[config.mk]
export PLATFORM = sky130hd
export DESIGN_NAME = url_percent_encoder
export DESIGN_NICKNAME = d
export VERILOG_FILES = /design/src/rtl/upe_pkg.sv /design/src/rtl/url_percent_encoder.sv
export SDC_FILE = /design/constraint.sdc
export NUM_CORES = 1
export LEC_CHECK = 0
export ABC_AREA = 1
export BUFFER_PORTS_ARGS = -buffer_cell sky130_fd_sc_hd__buf_2
export CAP_MARGIN = 10
export CELL_PAD_IN_SITES_DETAIL_PLACEMENT = 1
export CELL_PAD_IN_SITES_GLOBAL_PLACEMENT = 2
export CORE_MARGIN = 5
export CORE_UTILIZATION = 39
export CTS_BUF_LIST = sky130_fd_sc_hd__clkbuf_16
export DETAILED_ROUTE_END_ITERATION = 10
export PLACE_DENSITY = 0.83
export SETUP_SLACK_MARGIN = 0.02
export SLEW_MARGIN = 40
export SYNTH_ARGS = -nofsm -noshare
export SYNTH_HDL_FRONTEND = slang
export SYNTH_SLANG_ARGS = --single-unit
[constraint.sdc]
create_clock -name clk -period 9.31 [get_ports clk]
set_input_delay 0.4655 -clock clk [delete_from_list [all_inputs] [get_ports clk]]
set_output_delay 0.4655 -clock clk [all_outputs]
set_load 0.1 [all_outputs]
[src/rtl/upe_pkg.sv]
// Package for the URL percent encoder: field widths, character codes and helpers.
`default_nettype none

package upe_pkg;

  localparam int CpW      = 21;
  localparam int CharW    = 7;
  localparam int MaxChars = 12;
  localparam int CntW     = 4;
  localparam int InDataW  = 24;
  localparam int OutDataW = 8;

  localparam logic [CharW-1:0] ChPercent = 7'h25;
  localparam logic [CharW-1:0] ChZero    = 7'h30;
  localparam logic [CharW-1:0] ChUpperA  = 7'h41;

  typedef logic [CharW-1:0] char_t;
  typedef logic [7:0]       byte_t;

  // True for codepoints that pass through unescaped.
  function automatic logic is_literal(input logic [CpW-1:0] c);
    logic [CharW-1:0] a;
    logic             hit;
    a   = c[CharW-1:0];
    hit = a inside {[7'h61:7'h7A], [7'h41:7'h5A], [7'h30:7'h39],
                    7'h2D, 7'h2E, 7'h5F, 7'h7E, 7'h3A, 7'h2F, 7'h3F, 7'h23,
                    7'h5B, 7'h5D, 7'h40, 7'h21, 7'h24, 7'h26, 7'h27, 7'h28,
                    7'h29, 7'h2A, 7'h2B, 7'h2C, 7'h3B, 7'h3D};
    return hit && (c[CpW-1:CharW] == '0);
  endfunction

  // Uppercase hex digit of one nibble.
  function automatic char_t hex_char(input logic [3:0] d);
    char_t r;
    if (d < 4'd10) begin
      r = ChZero + char_t'(d);
    end else begin
      r = ChUpperA + char_t'(d - 4'd10);
    end
    return r;
  endfunction

endpackage

`default_nettype wire

[src/rtl/url_percent_encoder.sv]
// URL percent encoder: one codepoint in, 1 to 12 ASCII characters out.
// Throughput: one output character per cycle while out_tready is high; an item gives
// 1, 3, 6, 9 or 12 characters, sent by the character serializer at the output.
// Pipeline: input reg, UTF-8 encode, hex expand, serializer; an item may enter every
// cycle unless a busy serializer or a low out_tready stalls the chain.
// Reset (rst_n low, synchronous) clears all valid bits; payload is not reset.
`default_nettype none

module url_percent_encoder (
  input  wire logic                          clk,
  input  wire logic                          rst_n,
  input  wire logic                          in_tvalid,
  output logic                               in_tready,
  input  wire logic [upe_pkg::InDataW-1:0]   in_tdata,   // [20:0] codepoint, [23:21] zero
  output logic                               out_tvalid,
  input  wire logic                          out_tready,
  output logic [upe_pkg::OutDataW-1:0]       out_tdata,  // [6:0] out_char, [7] zero
  output logic                               out_tlast   // last_of_item
);

  // Stage 1: captured codepoint
  logic                       s1_v_r;
  logic [upe_pkg::CpW-1:0]    s1_cp_r;
  // Stage 2: classification and UTF-8 bytes
  logic                       s2_v_r;
  logic                       s2_pass_r;
  logic [2:0]                 s2_n_r;
  upe_pkg::byte_t [3:0]       s2_b_r;
  // Stage 3: expanded characters
  logic                       s3_v_r;
  upe_pkg::char_t [upe_pkg::MaxChars-1:0] s3_ch_r;
  logic [upe_pkg::CntW-1:0]   s3_cnt_r;
  // Serializer
  logic                       ser_v_r;
  upe_pkg::char_t [upe_pkg::MaxChars-1:0] ser_ch_r;
  logic [upe_pkg::CntW-1:0]   ser_rem_r;

  logic ser_load, s3_en, s2_en, s1_en;

  upe_pkg::byte_t [3:0]       b_nxt;
  logic [2:0]                 n_nxt;
  upe_pkg::char_t [upe_pkg::MaxChars-1:0] ch_nxt;
  logic [upe_pkg::CntW-1:0]   cnt_nxt;

  // Stall chain: a stage advances when it is empty or its successor takes its beat
  assign ser_load  = s3_v_r && (!ser_v_r || (out_tready && ser_rem_r == upe_pkg::CntW'(1)));
  assign s3_en     = !s3_v_r || ser_load;
  assign s2_en     = !s2_v_r || s3_en;
  assign s1_en     = !s1_v_r || s2_en;
  assign in_tready = s1_en;

  // UTF-8 encode
  always_comb begin
    b_nxt = '0;
    if (s1_cp_r < 21'h80) begin
      n_nxt    = 3'd1;
      b_nxt[0] = s1_cp_r[7:0];
    end else if (s1_cp_r < 21'h800) begin
      n_nxt    = 3'd2;
      b_nxt[0] = {3'b110, s1_cp_r[10:6]};
      b_nxt[1] = {2'b10, s1_cp_r[5:0]};
    end else if (s1_cp_r < 21'h10000) begin
      n_nxt    = 3'd3;
      b_nxt[0] = {4'b1110, s1_cp_r[15:12]};
      b_nxt[1] = {2'b10, s1_cp_r[11:6]};
      b_nxt[2] = {2'b10, s1_cp_r[5:0]};
    end else begin
      n_nxt    = 3'd4;
      b_nxt[0] = {5'b11110, s1_cp_r[20:18]};
      b_nxt[1] = {2'b10, s1_cp_r[17:12]};
      b_nxt[2] = {2'b10, s1_cp_r[11:6]};
      b_nxt[3] = {2'b10, s1_cp_r[5:0]};
    end
  end

  // Expand each byte into '%' and two hex digits, or pass a literal through as one character
  always_comb begin
    for (int i = 0; i < 4; i++) begin
      ch_nxt[3*i]   = upe_pkg::ChPercent;
      ch_nxt[3*i+1] = upe_pkg::hex_char(s2_b_r[i][7:4]);
      ch_nxt[3*i+2] = upe_pkg::hex_char(s2_b_r[i][3:0]);
    end
    if (s2_pass_r) begin
      ch_nxt[0] = s2_b_r[0][upe_pkg::CharW-1:0];
      cnt_nxt   = upe_pkg::CntW'(1);
    end else begin
      cnt_nxt   = upe_pkg::CntW'(3 * s2_n_r);
    end
  end

  // Valid bits
  always_ff @(posedge clk) begin
    if (!rst_n) begin
      s1_v_r  <= 1'b0;
      s2_v_r  <= 1'b0;
      s3_v_r  <= 1'b0;
      ser_v_r <= 1'b0;
    end else begin
      if (s1_en) s1_v_r <= in_tvalid;
      if (s2_en) s2_v_r <= s1_v_r;
      if (s3_en) s3_v_r <= s2_v_r;
      if (ser_load) begin
        ser_v_r <= 1'b1;
      end else if (ser_v_r && out_tready && ser_rem_r == upe_pkg::CntW'(1)) begin
        ser_v_r <= 1'b0;
      end
    end
  end

  // Payload: hold on stall, advance otherwise
  always_ff @(posedge clk) begin
    if (s1_en) s1_cp_r <= in_tdata[upe_pkg::CpW-1:0];
    if (s2_en) begin
      s2_pass_r <= upe_pkg::is_literal(s1_cp_r);
      s2_n_r    <= n_nxt;
      s2_b_r    <= b_nxt;
    end
    if (s3_en) begin
      s3_ch_r  <= ch_nxt;
      s3_cnt_r <= cnt_nxt;
    end
    if (ser_load) begin
      ser_ch_r  <= s3_ch_r;
      ser_rem_r <= s3_cnt_r;
    end else if (ser_v_r && out_tready) begin
      ser_ch_r  <= {upe_pkg::CharW'(0), ser_ch_r[upe_pkg::MaxChars-1:1]};
      ser_rem_r <= ser_rem_r - upe_pkg::CntW'(1);
    end
  end

  assign out_tvalid = ser_v_r;
  assign out_tdata  = {1'b0, ser_ch_r[0]};
  assign out_tlast  = (ser_rem_r == upe_pkg::CntW'(1));

endmodule

`default_nettype wire

## Yosys cells after proc, flatten, opt, wreduce, memory -nomap -nowiden

Index checks and enable logic that the tools add are counted.

- Add/sub/neg operators: 25
- Multiply operators: 1
- Magnitude comparators: 17
- Equal/unequal tests: 23
- Mux-type cells: 20
- Reductions and logical operators: 22

Operator list:

| cell | count |
|---|---|
| 84-bit 2-to-1 mux | 2 |
| 7-bit by 6-bit == test with 1-bit output, second input constant | 17 |
| 6-bit by 4-bit adder with 7-bit output, first input constant | 8 |
| 7-bit adder, first input constant | 8 |
| 7-bit 2-to-1 mux | 8 |
| 4-bit by 4-bit subtractor with 5-bit output, second input constant | 8 |
| 7-bit == test, second input constant | 5 |
| 4-bit less-than comparator, second input constant | 8 |
| 25-bit nonzero test | 1 |
| 22-bit 2-to-1 mux | 1 |
| 21-bit by 12-bit less-than comparator with 1-bit output, second input constant | 1 |
| 21-bit by 17-bit less-than comparator with 1-bit output, second input constant | 1 |
| 21-bit by 8-bit less-than comparator with 1-bit output, second input constant | 1 |
| 16-bit 2-to-1 mux | 1 |
| 8-bit 2-to-1 mux | 2 |
| 7-bit >= comparator, second input constant | 2 |
| 7-bit <= comparator, second input constant | 2 |
| 14-bit logical NOT | 1 |
| 1-bit logical AND | 8 |
| 4-bit 2-to-1 mux | 2 |
| 7-bit by 6-bit >= comparator with 1-bit output, second input constant | 1 |
| 7-bit by 6-bit <= comparator with 1-bit output, second input constant | 1 |
| 4-bit by 1-bit == test with 1-bit output, second input constant | 1 |
| 1-bit logical NOT | 4 |
| 9 further kinds | 14 |

- Register bits: 216
- Bits of input ports: 28
- Output and inout bits: 11
- Word-level logic and storage cells: 145

## Longest topological paths before layout

Gate-level depths: netlist (run 1).

- Word-level depth: 7
- Gate-level depth with buffers: 10
- Gate-level depth less buffers: 9

## Worst setup path after synthesis (run 1)

Ideal clock, no wire load.

- Kind: reg-to-reg
- Start: register ser_v_r, in the netlist out_tvalid
- End: register ser_ch_r, in the netlist out_tdata[0], enable pin
- Library setup time: 0.656 ns
- Arrival: 7.034 ns
- Required time: 8.654 ns
- Path slack: 1.620 ns
- Stages on the path, launching flop included: 2
- Clock period less this slack: 7.690 ns
- Cells stage by stage: dfxtp_1 -> o21ai_0

- Longest elaborated chain between the ends: 4
- Elaborated cells on any way between the ends: 5
- Classes of those cells: reduce/logical (5)

Ends and longest elaborated chain:

| what | line | RTL |
|---|---|---|
| start, declared | url_percent_encoder.sv:34 | `logic ser_v_r;` |
| start signal, assigned | url_percent_encoder.sv:97 | `ser_v_r <= 1'b0;` |
| start signal, assigned | url_percent_encoder.sv:103 | `ser_v_r <= 1'b1;` |
| start signal, assigned | url_percent_encoder.sv:105 | `ser_v_r <= 1'b0;` |
| 1-bit logical NOT | url_percent_encoder.sv:46 | `assign ser_load = s3_v_r && (!ser_v_r \|\| (out_tready && ser_rem_r == upe_pkg::CntW'(1)));` |
| 1-bit logical OR | url_percent_encoder.sv:46 |  |
| 1-bit logical AND | url_percent_encoder.sv:46 |  |
| 2-bit nonzero test (no source line) (*) | - |  |
| end signal, assigned | url_percent_encoder.sv:123 | `ser_ch_r <= s3_ch_r;` |
| end signal, assigned | url_percent_encoder.sv:126 | `ser_ch_r <= {upe_pkg::CharW'(0), ser_ch_r[upe_pkg::MaxChars-1:1]};` |
| end, declared | url_percent_encoder.sv:35 | `upe_pkg::char_t [upe_pkg::MaxChars-1:0] ser_ch_r;` |

Mark *: on every way between the ends. The rest lies on a longest branch, timed or not.
A chain may end at the register's enable or synchronous reset.

## Worst setup path in the final report (run 1)

- Start: register ser_rem_r[1] (netlist bit)
- End: output in_tready

- Longest elaborated chain between the ends: 7

Ends and longest elaborated chain:

| what | line | RTL |
|---|---|---|
| start, declared | url_percent_encoder.sv:36 | `logic [upe_pkg::CntW-1:0] ser_rem_r;` |
| start signal, assigned | url_percent_encoder.sv:124 | `ser_rem_r <= s3_cnt_r;` |
| start signal, assigned | url_percent_encoder.sv:127 | `ser_rem_r <= ser_rem_r - upe_pkg::CntW'(1);` |
| 4-bit by 1-bit == test with 1-bit output | url_percent_encoder.sv:46 |  |
| 1-bit logical AND | url_percent_encoder.sv:46 |  |
| 1-bit logical OR | url_percent_encoder.sv:46 |  |
| 1-bit logical AND | url_percent_encoder.sv:46 |  |
| 1-bit logical OR | url_percent_encoder.sv:47 | `assign s3_en = !s3_v_r \|\| ser_load;` |
| 1-bit logical OR | url_percent_encoder.sv:48 | `assign s2_en = !s2_v_r \|\| s3_en;` |
| named net s2_en | url_percent_encoder.sv:38 | `logic ser_load, s3_en, s2_en, s1_en;` |
| 1-bit logical OR | url_percent_encoder.sv:49 | `assign s1_en = !s1_v_r \|\| s2_en;` |
| end, declared | url_percent_encoder.sv:13 | `output logic in_tready,` |

The timed path passes the listed nets, and every way through them passes these cells.

==> results.cfg, run 1 <==
[status]
outcome = completed

[clocking]
post_cts_buffers = 0
cts_num_sinks = 212
ctsLongestPathBuffers = 3
cts_max_level = 1
insertion_delay_ns = 0.50
postCtsHoldBufs = 0
cts_tree = built
cts_buffers = 23
clockRootBuffer = clkbuf_16
path_clk_slew_ns = 0.06
cts_resized = 0

[pwr]
peakVddDrop_v = 0.000137
power_density_nw_per_um2 = 197
power_frac_comb_pct = 5.4
power_w = 0.00206
p_leak_nw = 4.45
switching_share_pct = 21.9
power_frac_seq_pct = 54.2
p_switching_w = 0.000451
clkPwrFrac_pct = 40.4
p_int_w = 0.00161

[die]
core-area_sq_um = 23500
rows = 56
top_level_ports = 39
start_util_pct = 39.6
die_x_um = 164
dieArea_sq_um = 27000
die_y_um = 164

[routing]
dr.pass1.iters = 4
vias = 5530
drc_errors = 0
wl_per_cell_um = 15.2
detail_route.iter0.violations = 230
via_per_inst = 4.64
drt-total-wl_um = 18200
drtAntennaViolNets = 0

[cells_and_area]
fin_cells = 1193
fill_cells = 2514
n_antenna_cell = 0
finalNetCount = 916
layout-drive-gt1-share_pct = 10.9
syn_to_final_growth_pct = 12.3
final_common_cell = nand2_1
layout_common_cells = 258 x nand2_1, 208 x edfxtp_1, 112 x inv_1, 52 x nor2_1, 34 x buf_2

[worst_setup_path]
crit_chain = inv_1 > ha_1 > nand3_1 > nand4_1 > buf_4 > nor2_1 > inv_1 > buf_4 > buf_2
worst_setup_path_start_kind = flop
crit_slowest_cell = buf_2
rr_worst_depth = 4
arrival_ns = 2.83
r2r_end = s2_b_r[5]
reg2reg_from = s1_cp_r[20]
cp.required_ns = 8.84
path_class = reg -> out
reg2reg_slack_ns = 6.93
critical_path.max_stage_delay_ns = 0.48
path_max_fanout = 34
endpoint_kind = output pin
critical-path-top-delay-family = buffers and inverters
critPathBufInv = 5

[synth]
yosysWarnings = 0
syn-cell-area_sq_um = 9300
synth_nets = 883
avgSynthCellArea_sq_um = 11.3
ys_seq_area_share_pct = 68.0
ys_seq_elements = 212
synth_cells = 825
synth_cell_type_count = 33

[timing]
setup_viol = 0
worstMarginPinSlew_ns = 0.768
slew_viol_final = 0
min_period_over_period_pct = 35.4
rsz0062_at_grt = false
skew_ns = 0.0108
hold_viol = 0
finalCriticalPeriod_ns = 3.29
fmax_ghz = 0.304
setup_tns_ns = 0
relSlewSlack_pct = 48.6

[grt]
globalRouteOverflowTotal = 0
grt_max_degree = 86
grt_usage_pct = 13.8
grt_pass1_wl_um = 29500
grt_pass1_vias = 5755
grt_antenna_before_repair = 0

[placed_design]
numPortBuffers = 34
dp_hpwl_um = 12300
place_congestion = 0.814
place_inst = 1152

[hold_path]
min_to = s1_cp_r[13]
hold_depth = 1
hp-class = in -> reg
hp-start = in_tdata[13]

[flow_run]
cap_viol_max_count = 0
[power groups by stage]
stage          clock network [W]  logic [W]  registers (W)
3_5_place_dp                   0   0.000113        0.00114
4_1_cts                 0.000860   0.000114        0.00112
6_report                0.000831   0.000111        0.00112
5_1_grt                 0.000897   0.000128        0.00112
3_3_place_gp                   0   0.000106        0.00113
2_1_floorplan                  0  0.0000824        0.00113
[kinds of logic after synthesis]
logic type      share of synthesized area [%]
compound gates                           4.25
other cells                            0.0403
fa+ha+maj                                4.12
xor+xnor                                 1.13
simple gates                             15.7
flops                                    68.0
buf+inv                                  6.79
[registers in the layout, indices dropped and copies added (netlist names), 2 cells and up]
| register | count |
|---|---|
| s3_ch_r | 63 |
| ser_ch_r | 77 |
| s2_b_r | 29 |
| s3_cnt_r | 4 |
| out_tdata | 7 |
| ser_rem_r | 4 |
| s2_n_r | 2 |
| s1_cp_r | 21 |
[cell usage after synthesis (all sizes together)]
cell    instances  area share (%)
nor2           55             2.3
o21a            4            0.32
nand3          15            0.86
fa              1            0.22
inv           107             4.3
xnor2           3            0.28
nor3            1           0.054
buf            27             2.2
nor3b           1           0.081
edfxtp        208              67
or2            11            0.74
a21oi          27             1.5
ha             29             3.9
nand2         271              11
dfxtp           4            0.86
o21ai          27             1.5
o211ai          1           0.081
clkbuf          6            0.24
o22ai          14            0.94
xor2            9            0.85
nand4           3            0.20
conb            1           0.040
[final cells by class]
class / instances / area [sq um] / area share [%]
Clock buffer: 23 / 576 / 5.51
Clock inverter: 18 / 114 / 1.09
Inverter: 107 / 407 / 3.89
Multi-Input combinational cell: 473 / 2370 / 22.7
Sequential cell: 212 / 6330 / 60.6
Tap cell: 319 / 399 / 3.82
Timing Repair Buffer: 41 / 250 / 2.40
[how the worst max path moves through the flow]
stage | startpoint | depth (start not counted) | end
after floorplan | out_tvalid | 1 | out_tdata[0]
after CTS | ser_rem_r[1] | 9 | in_tready
after detailed placement | ser_rem_r[1] | 9 | in_tready
after global routing | ser_rem_r[1] | 9 | in_tready
final | ser_rem_r[1] | 9 | in_tready
after global placement | ser_rem_r[1] | 9 | in_tready
[per-stage QoR]
stage	utilization (%)	setup slack [ns]	hold WS, ns	area, sq um
after floorplan	-	1.62	0.430	9300
final	44.5	6.02	0.137	10400
after global routing	44.5	5.80	0.115	10400
after detailed placement	41.5	6.49	0.454	9750
after CTS	44.5	5.94	0.111	10400
after global placement	41.3	6.57	0.442	9700
[metal layers]
layer / vias to the layer above / track usage, % / routed length, um
met1: 2657 / 17.6 / 8050
li1: 2768 / - / -
met4: 0 / 4.12 / 458
met3: 34 / 2.30 / 587
met5: - / 0 / 0
met2: 71 / 24.2 / 9070
Note: power is estimated with default switching activity, not from simulation.
==> inputs of run 2 (changes only) <==
--- a/config.mk
+++ b/config.mk
@@ -5,7 +5,7 @@
 export SDC_FILE = /design/constraint.sdc
 export NUM_CORES = 1
 export LEC_CHECK = 0
-export ABC_AREA = 1
+export ABC_AREA = 0
 export BUFFER_PORTS_ARGS = -buffer_cell sky130_fd_sc_hd__buf_2
 export CAP_MARGIN = 10
 export CELL_PAD_IN_SITES_DETAIL_PLACEMENT = 1
@@ -14,7 +14,7 @@
 export CORE_UTILIZATION = 39
 export CTS_BUF_LIST = sky130_fd_sc_hd__clkbuf_16
 export DETAILED_ROUTE_END_ITERATION = 10
-export PLACE_DENSITY = 0.83
+export PLACE_DENSITY = 0.78
 export SETUP_SLACK_MARGIN = 0.02
 export SLEW_MARGIN = 40
 export SYNTH_ARGS = -nofsm -noshare
==> constraint.sdc (replaced) <==
create_clock -name clk -period 3.4 [get_ports clk]
set_input_delay 0.17 -clock clk [delete_from_list [all_inputs] [get_ports clk]]
set_output_delay 0.17 -clock clk [all_outputs]
set_load 0.1 [all_outputs]
==> run 2 against run 1 <==
Compared with the run above: clock-buffer cell count unchanged; combinational power rose to 2.7 times the previous value; global-route usage shrank 1.2 points; via count down 13%; critical endpoint unchanged; largest power group unchanged; register-to-register slack got worse by 5.8 ns; clock power grew to 3.0 times the previous value; flip-flop and latch count is the same.
==> results.cfg, run 2 <==
[cells_and_area]
postLayoutCoreUtil_pct = 45.8
register_area_sq_um = 6330
layout-drive-gt1-share_pct = 14.7
n_antenna_cell = 0
finalNetCount = 734
top_regs = ser_ch_r (77), s3_ch_r (63), s2_b_r (29)
multi_input_area_sq_um = 2520
regMostFlops = ser_ch_r
fill_cells = 2310
final_common_cell = edfxtp_1
syn_to_final_growth_pct = 16.4
largest_reg_flops = 77
layout_common_cells = 208 x edfxtp_1, 49 x nand2_1, 41 x mux2_1, 40 x inv_1, 34 x buf_2

[routing]
met3_length_um = 606
drc_errors = 0
top_layer = met4
detail_route.iter0.violations = 242
vias = 4824
wl_per_cell_um = 16.1
met1_length_um = 7020
drt-total-wl_um = 16300
wl_met2_um = 8250
drtAntennaViolNets = 0
dr.pass1.iters = 4
via_per_inst = 4.77

[synth]
synth_cell_type_count = 53
synth_xor_area_share_pct = 2.58
synth.most_common_cell = edfxtp_1
avgSynthCellArea_sq_um = 14.8
ys_seq_elements = 212
synth_nets = 676
yosysWarnings = 0
synth_top_family_by_area = simple AND/OR/NAND/NOR gates
yosys-top-cells-count = 208 x edfxtp_1, 49 x nand2_1, 41 x mux2_1, 36 x inv_1, 29 x ha_1
synthTopCellsByArea = edfxtp_1 68%, mux2_1 5.0%, ha_1 4.0%
synth_cells = 618
synth_top_area_share_pct = 68.3
synth_enable_flop_cells = 208
synth_ff_type = edfxtp_1
synth_fa_ha_area_share_pct = 4.18
syn-cell-area_sq_um = 9150
yosys.area_share.simple_pct = 8.85
yosys.area.top_type = edfxtp_1
ys_seq_area_share_pct = 69.1
synth_compound_area_share_pct = 4.55
synth_mux_area_share_pct = 7.25
synthArstFlopShare_pct = 0

[grt]
grt_pass1_vias = 5253
grt_usage_pct = 12.6
grt_pass1_wl_um = 27200
grt_max_degree = 93
grt_antenna_before_repair = 0
globalRouteOverflowTotal = 0

[timing]
setup_tns_ns = 0
relSlewSlack_pct = 59.0
min_period_over_period_pct = 80.7
hold_viol = 0
setup_viol = 0
skew_ns = 0.0247
fmax_ghz = 0.364
worstMarginPinSlew_ns = 0.614
finalCriticalPeriod_ns = 2.74
slew_viol_final = 0
rsz0062_at_grt = false

[flow_run]
cap_viol_max_count = 0

[placed_design]
numPortBuffers = 34
place_congestion = 0.801
dp_hpwl_um = 10600

[worst_setup_path]
r2r_end = s3_ch_r[40]
reg2reg_slack_ns = 1.09
critPathBufInv = 3
crit_end = in_tready
endpoint_kind = output pin
path_class = reg -> out
worst_setup_path_start_kind = flop
crit_start = ser_rem_r[1]
crit_slowest_cell = buf_2
critical_path.max_stage_delay_ns = 0.49
worst-path-stages = 7
reg2reg_from = ser_rem_r[1]
arrival_ns = 2.57
path_max_fanout = 23
critical-path-top-delay-family = buffers and inverters
rr_worst_depth = 6
cp.required_ns = 3.23
crit_chain = inv_1 > ha_1 > nand4bb_1 > and3_1 > nand3_1 > buf_4 > buf_2

[clocking]
cts_max_level = 1
post_cts_buffers = 0
cts_buffers = 23
clockRootBuffer = clkbuf_16
insertion_delay_ns = 0.51
cts_num_sinks = 212
ctsLongestPathBuffers = 3
cts_tree = built
path_clk_slew_ns = 0.06

[pwr]
power_density_nw_per_um2 = 549
power_frac_seq_pct = 52.2
p_switching_w = 0.00119
p_int_w = 0.00466
switching_share_pct = 20.4
clkPwrFrac_pct = 42.7
power_frac_comb_pct = 5.1
peakVddDrop_v = 0.000307
p_leak_nw = 4.01

[die]
die_x_um = 163
die_y_um = 163
start_util_pct = 39.3
rows = 56
dieArea_sq_um = 26600
core-area_sq_um = 23300
top_level_ports = 39

[hold_path]
hold_depth = 4
hp-start = out_tready
hp-class = in -> reg

[status]
outcome = completed
==> run 2: cell types whose count changed in the layout (fill, tap and decap cells not counted), sizes merged, moves of 7 or more <==
cell / previous run / this run
nor2: 55 / 25
nand2: 271 / 49
dlygate4sd3: 0 / 23
inv: 113 / 44
o21ai: 27 / 20
xnor2: 3 / 11
xor2: 9 / 16
or2: 11 / 3
o22ai: 14 / 0
mux2: 0 / 58
and2: 0 / 24
nand2b: 0 / 12
==> run 2: repair_timing <==
item                                    CTS  global route
endpoints found under the setup margin    0             0
resized for setup                         0             0
hold buffers                             23             0
hold endpoints to repair                 25             0
==> run 2: cell type report <==
cell class / instances / share of cell area [%]
tap: 319 / 3.75
inverter: 38 / 1.34
clock buffer: 23 / 5.40
timing repair buffer: 64 / 4.61
clock inverter: 19 / 1.81
sequential: 212 / 59.4
multi-input combinational: 337 / 23.7
==> run 2: power groups by stage <==
| stage | Sequential [W] | Combinational (W) | Clock [W] |
|---|---|---|---|
| final | 0.00305 | 0.000299 | 0.00250 |
| after global routing | 0.00306 | 0.000335 | 0.00269 |
| after CTS | 0.00305 | 0.000302 | 0.00257 |
| after detailed placement | 0.00311 | 0.000281 | 0 |
| after global placement | 0.00310 | 0.000263 | 0 |
| after floorplan | 0.00308 | 0.000211 | 0 |
==> run 2: stage by stage <==
stage	hold WS [ns]	power [W]	cells	worst slack, ns	cell area [sq um]
final	0.169	0.00585	1012	0.656	10600
after global routing	0.181	0.00608	1012	0.501	10600
after CTS	0.145	0.00593	1012	0.606	10600
after global placement	0.347	0.00336	947	1.17	9650
after floorplan	0.269	0.00330	618	0.0799	9150
after detailed placement	0.349	0.00339	947	1.05	9650
==> run 2: worst reg2reg max path, delay by kind of cell (launching register included) <==
family,cells,cell delay [ns]
adder cells (fa/ha/maj),1,0.16
buffers and inverters,3,0.92
flip-flops,1,0.41
AND/OR/NAND/NOR,2,0.51
==> run 2: per-layer routing <==
metal | GRT usage [%] | up-vias
li1 | - | 2351
met2 | 21.8 | 69
met4 | 4.35 | 0
met3 | 2.25 | 32
met5 | 0 | -
met1 | 16.0 | 2372
==> run 2: cell families after synthesis <==
family / count (synthesis)
other: 1
adder cells (fa/ha/maj): 30
flip-flops: 212
buffers and inverters: 69
AO/OA/AOI/OAI: 67
multiplexers: 59
XOR/XNOR: 27
AND/OR/NAND/NOR: 153
==> run 2: worst min-delay path by stage <==
| stage | slack [ns] | to |
|---|---|---|
| final | 0.17 | out_tvalid |
| after global routing | 0.18 | out_tvalid |
| after CTS | 0.14 | out_tvalid |
| after floorplan | 0.27 | s1_cp_r[0] |
| after global placement | 0.35 | s1_cp_r[12] |
| after detailed placement | 0.35 | s1_cp_r[13] |
